$ cat src/gre_hdr_pkg.sv
package gre_hdr_pkg;

    // Fixed header layout
    localparam int unsigned POS_W      = 5;
    localparam int unsigned LEN_W      = 5;
    localparam logic [POS_W-1:0] BASE_LEN    = 5'd4;
    localparam logic [POS_W-1:0] OPT_LEN     = 5'd4;
    localparam logic [POS_W-1:0] POS_MAX     = 5'd31;
    localparam logic [15:0]      VERSION_MASK = 16'h0007;

    // Flag bit positions in the flags/version word
    localparam int unsigned FLAG_CSUM_BIT = 15;
    localparam int unsigned FLAG_KEY_BIT  = 13;
    localparam int unsigned FLAG_SEQ_BIT  = 12;

    // Result status codes
    typedef enum logic [1:0] {
        STAT_OK        = 2'd0,
        STAT_VERSION   = 2'd1,
        STAT_TRUNCATED = 2'd2
    } status_t;

    // One result item
    typedef struct packed {
        logic [7:0]       payload_byte;
        logic             payload_valid;
        logic             header_ready;
        logic [15:0]      protocol_type;
        logic [2:0]       present_mask;
        logic [15:0]      checksum_value;
        logic [31:0]      key_value;
        logic [31:0]      sequence_value;
        logic [LEN_W-1:0] header_length;
        status_t          status;
        logic             packet_done;
    } result_t;

endpackage

$ cat src/gre_hdr_parse.sv
module gre_hdr_parse
    import gre_hdr_pkg::*;
(
    input  logic        aclk,
    input  logic        aresetn,
    input  logic        step,
    input  logic [7:0]  packet_byte,
    input  logic        end_of_packet,
    output result_t     result
);

    logic [POS_W-1:0] pos_reg, pos_next;
    logic [15:0]      flags_reg, flags_next;
    logic [15:0]      proto_reg, proto_next;
    logic [15:0]      csum_reg, csum_next;
    logic [31:0]      key_reg, key_next;
    logic [31:0]      seq_reg, seq_next;
    logic [LEN_W-1:0] need_reg, need_next;
    status_t          err_reg, err_next;
    logic             complete_reg, complete_next;

    // Packet state, updated once per item that moves to the result register
    always_ff @(posedge aclk) begin
        if (!aresetn) begin
            pos_reg      <= '0;
            flags_reg    <= '0;
            proto_reg    <= '0;
            csum_reg     <= '0;
            key_reg      <= '0;
            seq_reg      <= '0;
            need_reg     <= BASE_LEN;
            err_reg      <= STAT_OK;
            complete_reg <= 1'b0;
        end else if (step) begin
            pos_reg      <= pos_next;
            flags_reg    <= flags_next;
            proto_reg    <= proto_next;
            csum_reg     <= csum_next;
            key_reg      <= key_next;
            seq_reg      <= seq_next;
            need_reg     <= need_next;
            err_reg      <= err_next;
            complete_reg <= complete_next;
        end
    end

    // Header byte handling, result fields and end-of-packet clear
    always_comb begin
        logic [POS_W-1:0] ofs;
        logic [POS_W-1:0] cs_end;
        logic [POS_W-1:0] key_end;
        logic             advance_pos;

        pos_next      = pos_reg;
        flags_next    = flags_reg;
        proto_next    = proto_reg;
        csum_next     = csum_reg;
        key_next      = key_reg;
        seq_next      = seq_reg;
        need_next     = need_reg;
        err_next      = err_reg;
        complete_next = complete_reg;
        result        = '0;
        ofs           = pos_reg - BASE_LEN;
        cs_end        = flags_reg[FLAG_CSUM_BIT] ? OPT_LEN : '0;
        key_end       = cs_end + (flags_reg[FLAG_KEY_BIT] ? OPT_LEN : '0);
        advance_pos   = 1'b1;

        if (err_reg != STAT_OK) begin
            // Dropping the rest of a failed packet.
        end else if (complete_reg) begin
            result.payload_byte  = packet_byte;
            result.payload_valid = 1'b1;
        end else begin
            if (pos_reg < 5'd2) begin
                flags_next = {flags_reg[7:0], packet_byte};
                if (pos_reg == 5'd1) begin
                    need_next = BASE_LEN
                              + (flags_next[FLAG_CSUM_BIT] ? OPT_LEN : '0)
                              + (flags_next[FLAG_KEY_BIT]  ? OPT_LEN : '0)
                              + (flags_next[FLAG_SEQ_BIT]  ? OPT_LEN : '0);
                end
            end else if (pos_reg < BASE_LEN) begin
                proto_next = {proto_reg[7:0], packet_byte};
                if (pos_reg == 5'd3 && (flags_reg & VERSION_MASK) != 16'h0000) begin
                    err_next    = STAT_VERSION;
                    advance_pos = 1'b0;
                end
            end else if (ofs < cs_end) begin
                // Checksum word, then two reserved bytes that are skipped.
                if (ofs < 5'd2) begin
                    csum_next = {csum_reg[7:0], packet_byte};
                end
            end else if (ofs < key_end) begin
                key_next = {key_reg[23:0], packet_byte};
            end else begin
                seq_next = {seq_reg[23:0], packet_byte};
            end

            if (advance_pos) begin
                if (pos_reg < POS_MAX) begin
                    pos_next = pos_reg + 5'd1;
                end
                if (pos_next >= BASE_LEN && pos_next == need_next) begin
                    complete_next = 1'b1;
                end
            end

            if (err_next == STAT_OK && complete_next) begin
                result.header_ready = 1'b1;
            end else if (err_next == STAT_OK && end_of_packet) begin
                err_next = STAT_TRUNCATED;
            end
        end

        // Header fields ride along while the header is complete and good
        if (err_next == STAT_OK && complete_next) begin
            result.protocol_type  = proto_next;
            result.present_mask   = {flags_next[FLAG_CSUM_BIT], flags_next[FLAG_KEY_BIT],
                                     flags_next[FLAG_SEQ_BIT]};
            result.checksum_value = flags_next[FLAG_CSUM_BIT] ? csum_next : 16'h0000;
            result.key_value      = flags_next[FLAG_KEY_BIT]  ? key_next  : 32'h0;
            result.sequence_value = flags_next[FLAG_SEQ_BIT]  ? seq_next  : 32'h0;
            result.header_length  = need_next;
        end
        result.status      = err_next;
        result.packet_done = end_of_packet;

        // Start the next packet from a clean state
        if (end_of_packet) begin
            pos_next      = '0;
            flags_next    = '0;
            proto_next    = '0;
            csum_next     = '0;
            key_next      = '0;
            seq_next      = '0;
            need_next     = BASE_LEN;
            err_next      = STAT_OK;
            complete_next = 1'b0;
        end
    end

endmodule

$ cat src/gre_header_deframer_core.sv
// Channel  Direction  tdata                               tuser                 tlast
// s_       in         packet_byte                         -                     end_of_packet
// m_       out        payload_byte .. status (120 bits)   payload_valid, hdr_rdy packet_done
//
// One item enters per cycle unless m_ stalls; its result is offered from the result register.
// The input register feeds the parser logic, which writes the result register.
// Per-byte parser state update sets throughput: one item per cycle unless m_ stalls.
// Reset (aresetn low, synchronous) empties both registers and clears the packet state.
// A stall on m_ holds the result; s_tready drops only when both registers are full.
module gre_header_deframer_core
    import gre_hdr_pkg::*;
(
    input  logic         aclk,
    input  logic         aresetn,
    input  logic         s_tvalid,
    output logic         s_tready,
    input  logic [7:0]   s_tdata,   // [7:0] packet_byte
    input  logic         s_tlast,   // end_of_packet
    output logic         m_tvalid,
    input  logic         m_tready,
    // [7:0] payload_byte, [23:8] protocol_type, [26:24] present_mask,
    // [42:27] checksum_value, [74:43] key_value, [106:75] sequence_value,
    // [111:107] header_length, [113:112] status, [119:114] zero
    output logic [119:0] m_tdata,
    output logic [1:0]   m_tuser,   // [0] payload_valid, [1] header_ready
    output logic         m_tlast    // packet_done
);

    logic       in_v_reg;
    logic [7:0] in_byte_reg;
    logic       in_eop_reg;
    logic       out_v_reg;
    result_t    out_res_reg;
    result_t    parse_res;
    logic       advance;

    assign advance  = in_v_reg && (!out_v_reg || m_tready);
    assign s_tready = !in_v_reg || advance;

    // Input register
    always_ff @(posedge aclk) begin
        if (!aresetn) begin
            in_v_reg <= 1'b0;
        end else if (s_tvalid && s_tready) begin
            in_v_reg <= 1'b1;
        end else if (advance) begin
            in_v_reg <= 1'b0;
        end
    end

    always_ff @(posedge aclk) begin
        if (s_tvalid && s_tready) begin
            in_byte_reg <= s_tdata;
            in_eop_reg  <= s_tlast;
        end
    end

    gre_hdr_parse u_parse (
        .aclk          (aclk),
        .aresetn       (aresetn),
        .step          (advance),
        .packet_byte   (in_byte_reg),
        .end_of_packet (in_eop_reg),
        .result        (parse_res)
    );

    // Result register
    always_ff @(posedge aclk) begin
        if (!aresetn) begin
            out_v_reg <= 1'b0;
        end else if (advance) begin
            out_v_reg <= 1'b1;
        end else if (m_tready) begin
            out_v_reg <= 1'b0;
        end
    end

    always_ff @(posedge aclk) begin
        if (advance) begin
            out_res_reg <= parse_res;
        end
    end

    // Output packing
    assign m_tvalid = out_v_reg;
    assign m_tdata  = {6'b0, out_res_reg.status, out_res_reg.header_length,
                       out_res_reg.sequence_value, out_res_reg.key_value,
                       out_res_reg.checksum_value, out_res_reg.present_mask,
                       out_res_reg.protocol_type, out_res_reg.payload_byte};
    assign m_tuser  = {out_res_reg.header_ready, out_res_reg.payload_valid};
    assign m_tlast  = out_res_reg.packet_done;

    // A header is only announced with good status.
    a_ready_ok: assert property (@(posedge aclk) disable iff (!aresetn)
        (m_tvalid && m_tuser[1]) |-> (m_tdata[113:112] == STAT_OK))
        else $error("header_ready with bad status");

    // Payload only follows a complete header of legal length.
    a_payload_len: assert property (@(posedge aclk) disable iff (!aresetn)
        (m_tvalid && m_tuser[0]) |-> (m_tdata[111:107] >= BASE_LEN && !m_tuser[1]))
        else $error("payload without a complete header");

    // Backpressure reaches the input only when the input register is full.
    a_ready_full: assert property (@(posedge aclk) disable iff (!aresetn)
        !s_tready |-> (in_v_reg && out_v_reg && !m_tready))
        else $error("input stalled without cause");

    // A stalled result is not overwritten.
    a_hold: assert property (@(posedge aclk) disable iff (!aresetn)
        (out_v_reg && !m_tready) |=> (out_v_reg && $stable(out_res_reg)))
        else $error("stalled result changed");

endmodule

$ cat config.mk
export PLATFORM = sky130hd
export DESIGN_NAME = gre_header_deframer_core
export DESIGN_NICKNAME = d
export VERILOG_FILES = /design/src/gre_hdr_pkg.sv /design/src/gre_hdr_parse.sv /design/src/gre_header_deframer_core.sv
export SDC_FILE = /design/constraint.sdc
export NUM_CORES = 1
export LEC_CHECK = 0
export ABC_AREA = 0
export BUFFER_PORTS_ARGS = -buffer_cell sky130_fd_sc_hd__buf_4
export CORE_MARGIN = 2
export CORE_UTILIZATION = 30
export DETAILED_ROUTE_END_ITERATION = 7
export GPL_TIMING_DRIVEN = 1
export SKIP_LAST_GASP = 1
export SYNTH_ARGS = -nofsm -noshare
export SYNTH_HDL_FRONTEND = slang
export SYNTH_SLANG_ARGS = --single-unit
$ cat constraint.sdc
create_clock -name aclk -period 9.1 [get_ports aclk]
set_input_delay 1.365 -clock aclk [delete_from_list [all_inputs] [get_ports aclk]]
set_output_delay 1.365 -clock aclk [all_outputs]
set_load 0.02 [all_outputs]
==> results of run 1 <==
cell usage in the layout, fill, tap and decap left out, types with 5 or more instances in the layout:
cell type	count
a21bo_2	32
a21oi_1	70
a21oi_2	9
a22oi_1	109
and2_1	7
and3_1	15
buf_4	146
clkbuf_16	27
clkbuf_8	5
conb_1	6
dfxtp_1	120
edfxtp_1	126
ha_1	10
inv_1	10
mux2i_1	59
nand2_1	66
nand3_1	40
nand4_1	34
nor2_1	25
nor2b_1	123
nor3_1	7
nor4b_1	7
nor4b_2	9
o21ai_0	41
final cells by class:
class | instances | area (um^2) | share of cell area [%]
multi-input cells | 723 | 4880 | 35.5
clock inverters | 12 | 151 | 1.10
clock buffers | 36 | 759 | 5.52
well taps | 511 | 639 | 4.65
inverters | 12 | 47.5 | 0.345
repair buffers | 146 | 1100 | 7.96
flip-flops and latches | 246 | 6190 | 44.9
worst reg2reg max path, delay by kind of cell (launching register included):
family	cells	cell delay (ns)
AOI/OAI and AO/OA	2	0.29
adders and majority gates	2	0.59
buffers and inverters	3	0.58
DFF	1	0.65
and+or+nand+nor	4	1.75
through the flow:
stage	std cells	hold slack, ns
global placement	1638	0.498
floorplan	1072	0.439
detailed placement	1638	0.503
CTS	1686	0.522
finish	1686	0.520
global route	1686	0.552
power groups by stage:
stage	combinational (mW)	clock, mW	sequential (mW)
5_1_grt	0.143	1.20	1.21
2_1_floorplan	0.0489	0	1.26
4_1_cts	0.136	1.15	1.21
3_3_place_gp	0.135	0	1.23
6_report	0.134	1.13	1.21
3_5_place_dp	0.136	0	1.23
worst max-delay path by stage:
stage | endpoint | slack, ns
final | u_parse.key_reg[18]$_SDFFE_PN0P_ | 5.15
after global routing | u_parse.key_reg[14]$_SDFFE_PN0P_ | 4.79
after CTS | u_parse.seq_reg[3]$_SDFFE_PN0P_ | 5.13
after detailed placement | u_parse.seq_reg[3]$_SDFFE_PN0P_ | 4.58
after global placement | u_parse.seq_reg[5]$_SDFFE_PN0P_ | 4.69
after floorplan | u_parse.flags_reg[0]$_SDFFE_PN0P_ | 2.50
logic make-up (layout without fill, tap and decap cells):
| group | Yosys count | in the layout | share of synthesized area [%] |
|---|---|---|---|
| simple gates | 358 | 358 | 18.3 |
| fa+ha+maj | 10 | 10 | 1.09 |
| compound gates | 288 | 288 | 17.2 |
| flops | 246 | 246 | 54.0 |
| mux | 60 | 60 | 5.27 |
| other cells | 1 | 6 | 0.0327 |
| xor+xnor | 1 | 1 | 0.0764 |
| buf+inv | 103 | 206 | 4.02 |
layer usage:
layer | share of wire (%) | up-vias | track usage, %
met1 | 46 | 4281 | 22.3
met2 | 47 | 278 | 24.9
met5 | 0 | - | 0
li1 | - | 4115 | -
met3 | 5.8 | 47 | 2.04
met4 | 1.9 | 0 | 3.73
==> results.yml, run 1 <==
min_path:
  hold_class: "register to register"
  min_from: "u_parse.seq_reg[28]$_SDFFE_PN0P_"
  hold_depth: 2
  whs_endpoint: "u_parse.seq_reg[28]$_SDFFE_PN0P_"
yosys:
  synth.most_common_cell: "edfxtp_1"
  syn-mean-instance-area_um2: 10.7
  yosysSeqAreaShare_pct: 54.0
  synth_seq_cells: 246
  ys.flop_type: "edfxtp_1"
  synth_area_leaders: "edfxtp_1, dfxtp_1, a22oi_1, nor2b_1, mux2i_1"
  synth_common_cells: "edfxtp_1, nor2b_1, dfxtp_1"
  synth_edf_count: 126
  synth_area_mm2: 0.0115
  synth_top_area_share_pct: 33.0
  yosys_warnings: 0
  netlist-cell-type-count: 56
  netlist_instances: 1067
  async_reset_ff_share_pct: 0
  synth_top_area_cell: "edfxtp_1"
cells_and_area:
  drive_above_1_share_pct: 22.0
  design_area_mm2: 0.0138
  nNetsFinal: 1178
  n_fill_cell: 3770
  largest_reg_flops: 114
  diodes: 0
  syn2layout_area_growth_pct: 20.1
  fin_util_pct: 36.5
place:
  dpl.hpwl_um: 20100
  pre_cts_ws_ns: 4.58
  port_buffers: 131
  dpl_cell_area_mm2: 0.0129
  place_congestion: 0.806
power_and_ir_drop:
  ir_worst_vdd_mv: 0.141
  power_mw: 2.47
  power_switching_mw: 0.564
  power_frac_clock_pct: 45.7
  internal_power_mw: 1.91
  p_leak_nw: 4.58
  p_seq_share_pct: 48.9
  switching_share_pct: 22.8
  p_per_area_mw_per_mm2: 180
  pwr-share-comb_pct: 5.4
cts:
  holdBufCountCts: 0
  cts.clk_slew.worst_paths_ns: 0.06
  cts_made_buffers: 26
  cts_root_buf: "clkbuf_16"
  clock_latency_ns: 0.54
  cts_tree: "yes"
  cts_sinks: 246
  cts_htree_levels: 1
  cts_resized: 0
  postCtsSetupBuffers: 0
  clockBufferDepth: 3
global_route:
  grt_pass1_vias: 8105
  grt_start_max_net_pins: 120
  grt_pass1_wl_um: 48600
  grt_antenna_before_repair: 0
  grt_usage_pct: 15.6
  grt_remaining_overflow: 0
route:
  dr.pass1.iters: 5
  drc: 0
  ant_nets: 0
  drt-total-wl_um: 31500
  vias: 8721
  wl_per_cell_um: 18.7
  drt_iter0_markers: 659
  routed_via_density: 5.17
sta:
  tightest_slew_ns: 1.22
  max_freq_mhz: 253
  fin_crit_sh_pct: 43.4
  finalCriticalPeriod_ns: 3.95
  fin_setup_tns_ns: 0
  maxSlewHeadroom_pct: 18.7
  setup_viol: 0
  rsz0062_at_grt: "no"
  maxSlewViolCount: 0
  setup_ws_ns: 5.15
  skew_ns: 0.0208
  hold_viol: 0
worst_setup_path:
  crit_path_max_fanout: 34
  crit_path_end_kind: "register"
  rr_endpoint: "u_parse.key_reg[18]$_SDFFE_PN0P_"
  setup.worst_path.class: "register to register"
  path_depth: 11
  cp_slowest_cell: "nor2_2"
  cp_cell_sequence: "inv_1, ha_1, inv_1, ha_1, a21boi_0, nor3_2, buf_4, nand2_2, nor2_2, a22oi_1, nor2b_1"
  reg2reg_depth: 11
  arrival_ns: 4.41
  cp_num_buf_inv: 3
  critPathLaunchType: "register"
  critPathTopFamily: "simple AND/OR/NAND/NOR gates"
  cp.required_ns: 9.56
  slowest_delay_ns: 0.95
  reg2reg_slack_ns: 5.15
  cp-startpoint: "u_parse.pos_reg[2]$_SDFFE_PN0P_"
  r2r_start: "u_parse.pos_reg[2]$_SDFFE_PN0P_"
floorplan:
  start_util_pct: 30.4
  io_pins: 138
  core_area_mm2: 0.0377
  die_w_um: 199
  die_area_mm2: 0.0398
  die_y_um: 199
  row_count: 71
outcome:
  status: "finished clean"
run:
  drv_cap: 0
Power figures use the tool's default switching activity.
==> run 2, diff against run 1 <==
ABC_AREA = 1   (was 0)
clock period = 4 ns   (was 9.1 ns; I/O delays follow)
==> results.yml, run 2 <==
outcome:
  status: "finished clean"
sta:
  fin_crit_sh_pct: 78.9
  maxSlewHeadroom_pct: 32.0
  tightest_slew_ns: 1.02
  finalCriticalPeriod_ns: 3.15
  fin_setup_tns_ns: 0
  max_freq_mhz: 317
  rsz0062_at_grt: "no"
  maxSlewViolCount: 0
  hold_viol: 0
  setup_viol: 0
  skew_ns: 0.0116
cts:
  cts_tree: "yes"
  cts_resized: 0
  postCtsSetupBuffers: 0
  cts_htree_levels: 1
  clock_latency_ns: 0.53
  clockBufferDepth: 3
  cts_sinks: 246
  cts.clk_slew.worst_paths_ns: 0.06
  cts_root_buf: "clkbuf_16"
  holdBufCountCts: 0
  cts_made_buffers: 27
run:
  drv_cap: 0
power_and_ir_drop:
  pwr-share-comb_pct: 5.7
  p_per_area_mw_per_mm2: 418
  p_seq_share_pct: 50.2
  ir_worst_vdd_mv: 0.288
  p_leak_nw: 4.83
  power_switching_mw: 1.27
  switching_share_pct: 23.3
  internal_power_mw: 4.18
  power_frac_clock_pct: 44.1
floorplan:
  io_pins: 138
  start_util_pct: 30.4
  row_count: 69
  die_y_um: 194
  die_w_um: 194
  die_area_mm2: 0.0375
  core_area_mm2: 0.0355
route:
  wl_per_cell_um: 14.9
  vias: 8204
  drt-total-wl_um: 26700
  drt_iter0_markers: 624
  drc: 0
  ant_nets: 0
  dr.pass1.iters: 5
  routed_via_density: 4.58
yosys:
  syn-mean-instance-area_um2: 9.02
  netlist-cell-type-count: 37
  synth_common_cells: "nand2_1, inv_1, edfxtp_1"
  synth_simple_gate_area_share_pct: 19.5
  synthMuxAreaShare_pct: 0
  yosysSeqAreaShare_pct: 57.3
  synth_seq_cells: 246
  yosys_warnings: 0
  synth_compound_area_share_pct: 12.3
  synth-xor-area-share_pct: 0.0812
  synthAdderAreaFrac_pct: 1.16
  synth.most_common_cell: "nand2_1"
  ys.flop_type: "edfxtp_1"
  synth_top_area_share_pct: 35.1
  async_reset_ff_share_pct: 0
  synth_edf_count: 126
  synth_top_area_cell: "edfxtp_1"
  synth_area_leaders: "edfxtp_1, dfxtp_1, nand2_1, inv_1, o22ai_1"
  netlist_instances: 1196
  synth_area_mm2: 0.0108
  synth_top_family_by_area: "simple AND/OR/NAND/NOR gates"
cells_and_area:
  nNetsFinal: 1332
  design_area_mm2: 0.0130
  diodes: 0
  n_fill_cell: 3554
  largest_reg_flops: 114
  drive_above_1_share_pct: 22.8
  mostFrequentLayoutCells: "nand2_1, inv_1, buf_4"
  syn2layout_area_growth_pct: 20.7
  final_common_cell: "nand2_1"
global_route:
  grt_remaining_overflow: 0
  grt_pass1_vias: 7777
  grt_usage_pct: 13.9
  grt_antenna_before_repair: 0
  grt_pass1_wl_um: 42300
  grt_start_max_net_pins: 76
place:
  dpl.hpwl_um: 18000
  dpl_cell_area_mm2: 0.0122
  place_congestion: 0.806
  port_buffers: 131
worst_setup_path:
  cp.required_ns: 4.41
  crit_path_end_kind: "register"
  critPathLaunchType: "register"
  setup.worst_path.class: "register to register"
  reg2reg_slack_ns: 0.85
  arrival_ns: 3.56
  crit_path_max_fanout: 33
min_path:
  hold_class: "input pin to register"
run 2: metrics by stage:
step / worst slack (ns) / std cells / util [%] / hold slack (ns) / power, mW
finish: 0.846 / 1791 / 36.7 / 0.255 / 5.45
detailed placement: 0.863 / 1741 / 34.3 / 0.450 / 3.10
global placement: 0.911 / 1741 / 34.3 / 0.447 / 3.10
floorplan: 1.03 / 1201 / - / 0.425 / 2.96
CTS: 0.835 / 1791 / 36.7 / 0.240 / 5.50
global route: 0.605 / 1791 / 36.7 / 0.239 / 5.63
run 2: kinds of logic (layout without fill, tap and decap cells):
kind of cell,after synthesis,in the layout
xor+xnor,1,1
fa+ha+maj,10,10
compound gates,237,237
buf+inv,251,380
flops,246,246
other cells,1,6
simple gates,450,450
run 2: cell type report:
type / count / area [um^2] / area share (%)
sequential: 246 / 6190 / 47.5
multi-input combinational: 704 / 3580 / 27.5
timing repair buffer: 149 / 1140 / 8.78
clock buffer: 35 / 706 / 5.42
inverter: 181 / 686 / 5.26
tap: 461 / 577 / 4.43
clock inverter: 15 / 145 / 1.11
run 2: power by group through the flow:
stage / Sequential, mW / Clock (mW) / Combinational (mW)
6_report: 2.73 / 2.40 / 0.309
5_1_grt: 2.74 / 2.56 / 0.330
4_1_cts: 2.74 / 2.45 / 0.314
3_5_place_dp: 2.79 / 0 / 0.313
3_3_place_gp: 2.79 / 0 / 0.313
2_1_floorplan: 2.84 / 0 / 0.117
run 2: layer usage:
layer  up-vias  track usage (%)  share of wire, %
li1       4130                -                 -
met1      3854             17.9                45
met2       192             24.0                48
met3        28             2.61               5.4
met4         0             3.17               1.6
met5         -                0                 0
run 2: worst paths after layout:
check | from | endpoint | cells after the start
setup / recovery | u_parse.pos_reg[2]$_SDFFE_PN0P_ | m_tdata[25]$_SDFFCE_PN0P_ | 14
setup reg to reg | u_parse.pos_reg[2]$_SDFFE_PN0P_ | m_tdata[25]$_SDFFCE_PN0P_ | 14
hold / removal | s_tlast | in_eop_reg$_DFFE_PP_ | 1
hold reg to reg | u_parse.need_reg[0]$_SDFFE_PN0P_ | u_parse.need_reg[0]$_SDFFE_PN0P_ | 2
run 2: critical path, stage by stage, from the launching register on:
cell	delay, ns
dfxtp_1	0.54
inv_1	0.17
ha_1	0.28
nand3_4	0.14
nor2_4	0.07
nand2_2	0.08
nand2_1	0.07
nand2_1	0.07
nand2_1	0.05
nor2_1	0.15
nand3_2	0.13
a21oi_4	0.27
nand4_4	0.55
buf_4	0.36
inv_1	0.04
==> run 3, diff against run 2 <==
clock period = 2.54 ns   (was 4 ns; I/O delays follow)
==> results.yml, run 3 (synthesis results as in run 2) <==
route:
  wl_met2_um: 13700
  drt-total-wl_um: 28200
  routed-wl-met3_um: 1510
  drt_iter0_markers: 654
  vias: 8480
  drc: 0
  ant_nets: 0
  routed_via_density: 4.64
  top_layer_used: "met4"
  wl_per_cell_um: 15.4
  wl_met1_um: 12300
  dr.pass1.iters: 5
sta:
  tightest_slew_ns: 0.702
  finalCriticalPeriod_ns: 2.67
  fin_crit_sh_pct: 105
  rsz0062_at_grt: "yes"
  hold_ws_ns: 0.0314
  maxSlewViolCount: 0
  max_freq_mhz: 375
  hold_viol: 0
  setup_ws_ns: -0.129
  skew_ns: 0.00973
  setup_viol: 83
  maxSlewHeadroom_pct: 52.7
cells_and_area:
  largest_reg_flops: 114
  n_fill_cell: 3532
  nNetsFinal: 1368
  syn2layout_area_growth_pct: 27.4
  diodes: 0
  final_common_cell: "nand2_1"
  drive_above_1_share_pct: 27.8
  mostFrequentLayoutCells: "nand2_1, inv_1, buf_4"
  fin_util_pct: 38.7
worst_setup_path:
  crit_path_max_fanout: 8
  critPathLaunchType: "register"
  arrival_ns: 3.05
  crit_path_end_kind: "register"
  reg2reg_slack_ns: -0.13
  cp_cell_sequence: "inv_2, ha_4, inv_2, ha_4, ha_4, inv_2, nand2_2, nand2_1, nand2_1, nand2_1, nor2_2, nand3_2, a21oi_4, buf_6, nand4_4, clkbuf_16, nor2_4"
  slowest_delay_ns: 0.34
  cp.required_ns: 2.92
  cp_slowest_cell: "dfxtp_2"
  setup.worst_path.class: "register to register"
outcome:
  violations: "setup timing"
  status: "finished with violations"
cts:
  cts.clk_slew.worst_paths_ns: 0.06
  cts_made_buffers: 26
  cts_tree: "yes"
  cts_htree_levels: 1
  clock_latency_ns: 0.52
  cts_root_buf: "clkbuf_16"
  clockBufferDepth: 3
  cts_sinks: 246
global_route:
  grt_start_max_net_pins: 118
  grt_pass1_wl_um: 42200
  grt_pass1_vias: 7807
  grt_usage_pct: 13.9
  grt_remaining_overflow: 0
  grt_antenna_before_repair: 0
place:
  place_congestion: 0.879
  port_buffers: 131
  dpl.hpwl_um: 18200
floorplan:
  start_util_pct: 30.4
  die_area_mm2: 0.0375
  die_w_um: 194
  die_y_um: 194
  row_count: 69
  core_area_mm2: 0.0355
  io_pins: 138
run:
  drv_cap: 0
power_and_ir_drop:
  p_per_area_mw_per_mm2: 617
  p_leak_nw: 5.10
  ir_worst_vdd_mv: 0.404
min_path:
  hold_class: "input pin to register"
[run 3: cell count changes in the layout (fill, tap and decap cells not counted), moves of 5 or more]
cell     before  now
buf_12        2   14
buf_4       147  161
inv_1       176  169
inv_2         3    8
nor2_1      123  112
nor2_4        3   16
nor3_1       23   14
nor3_2        0    8
o21ai_0      92   77
o21ai_1       0   11
[run 3: cell type report]
cell class / count / area [um^2] / share of cell area, %
timing repair buffer: 182 / 1610 / 11.7
timing repair inverter: 4 / 31.3 / 0.228
inverter: 181 / 702 / 5.11
multi-input combinational: 704 / 3800 / 27.7
clock buffer: 43 / 788 / 5.74
tap: 461 / 577 / 4.20
sequential: 246 / 6190 / 45.1
clock inverter: 5 / 36.3 / 0.264
[run 3: routing by layer]
metal	up-vias	global-route usage, %
met1	4006	18.5
met4	0	3.68
li1	4206	-
met2	228	23.5
met5	-	0
met3	40	2.19
[run 3: path summary, 6_finish.rpt]
| check | endpoint | cells after the start | start |
|---|---|---|---|
| worst min register to register | u_parse.need_reg[0]$_SDFFE_PN0P_ | 2 | u_parse.need_reg[0]$_SDFFE_PN0P_ |
| worst min-delay path | in_eop_reg$_DFFE_PP_ | 1 | s_tlast |
| worst max-delay path | m_tdata[71]$_SDFFCE_PN0P_ | 17 | u_parse.flags_reg[5]$_SDFFE_PN0P_ |
| worst max register to register | m_tdata[71]$_SDFFCE_PN0P_ | 17 | u_parse.flags_reg[5]$_SDFFE_PN0P_ |
[run 3: report_power, final]
| part | switching [mW] | internal, mW |
|---|---|---|
| combinational | 0.353 | 0.161 |
| sequential | 0.0476 | 4.26 |
| clock | 1.54 | 2.12 |
[run 3: critical path, delay by kind of cell, from the launching register on]
family	cells	cell delay (ns)
AND/OR/NAND/NOR	8	0.79
adder cells (fa/ha/maj)	3	0.65
buffers and inverters	5	0.51
flip-flops	1	0.34
AO/OA/AOI/OAI	1	0.21
[run 3: repair_timing]
item                       4_1_cts  5_1_grt
hold buffers                     0        0
setup endpoints to repair      106      150
pin swaps                        2       14
buffers inserted                 3        6
gates resized for setup         17       67
gates cloned                     1        7
[run 3: metrics by stage]
stage / setup TNS (ns) / worst slack, ns / area [um^2] / cells / power, mW
4_1_cts: -0.259 / -0.0333 / 13400 / 1814 / 8.54
6_report: -4.26 / -0.129 / 13700 / 1826 / 8.48
3_5_place_dp: -4.22 / -0.137 / 12500 / 1762 / 4.89
5_1_grt: -15.29 / -0.225 / 13700 / 1826 / 8.74
3_3_place_gp: -0.614 / -0.0352 / 12500 / 1762 / 4.89
2_1_floorplan: 0 / 0.0216 / 10800 / 1201 / 4.66
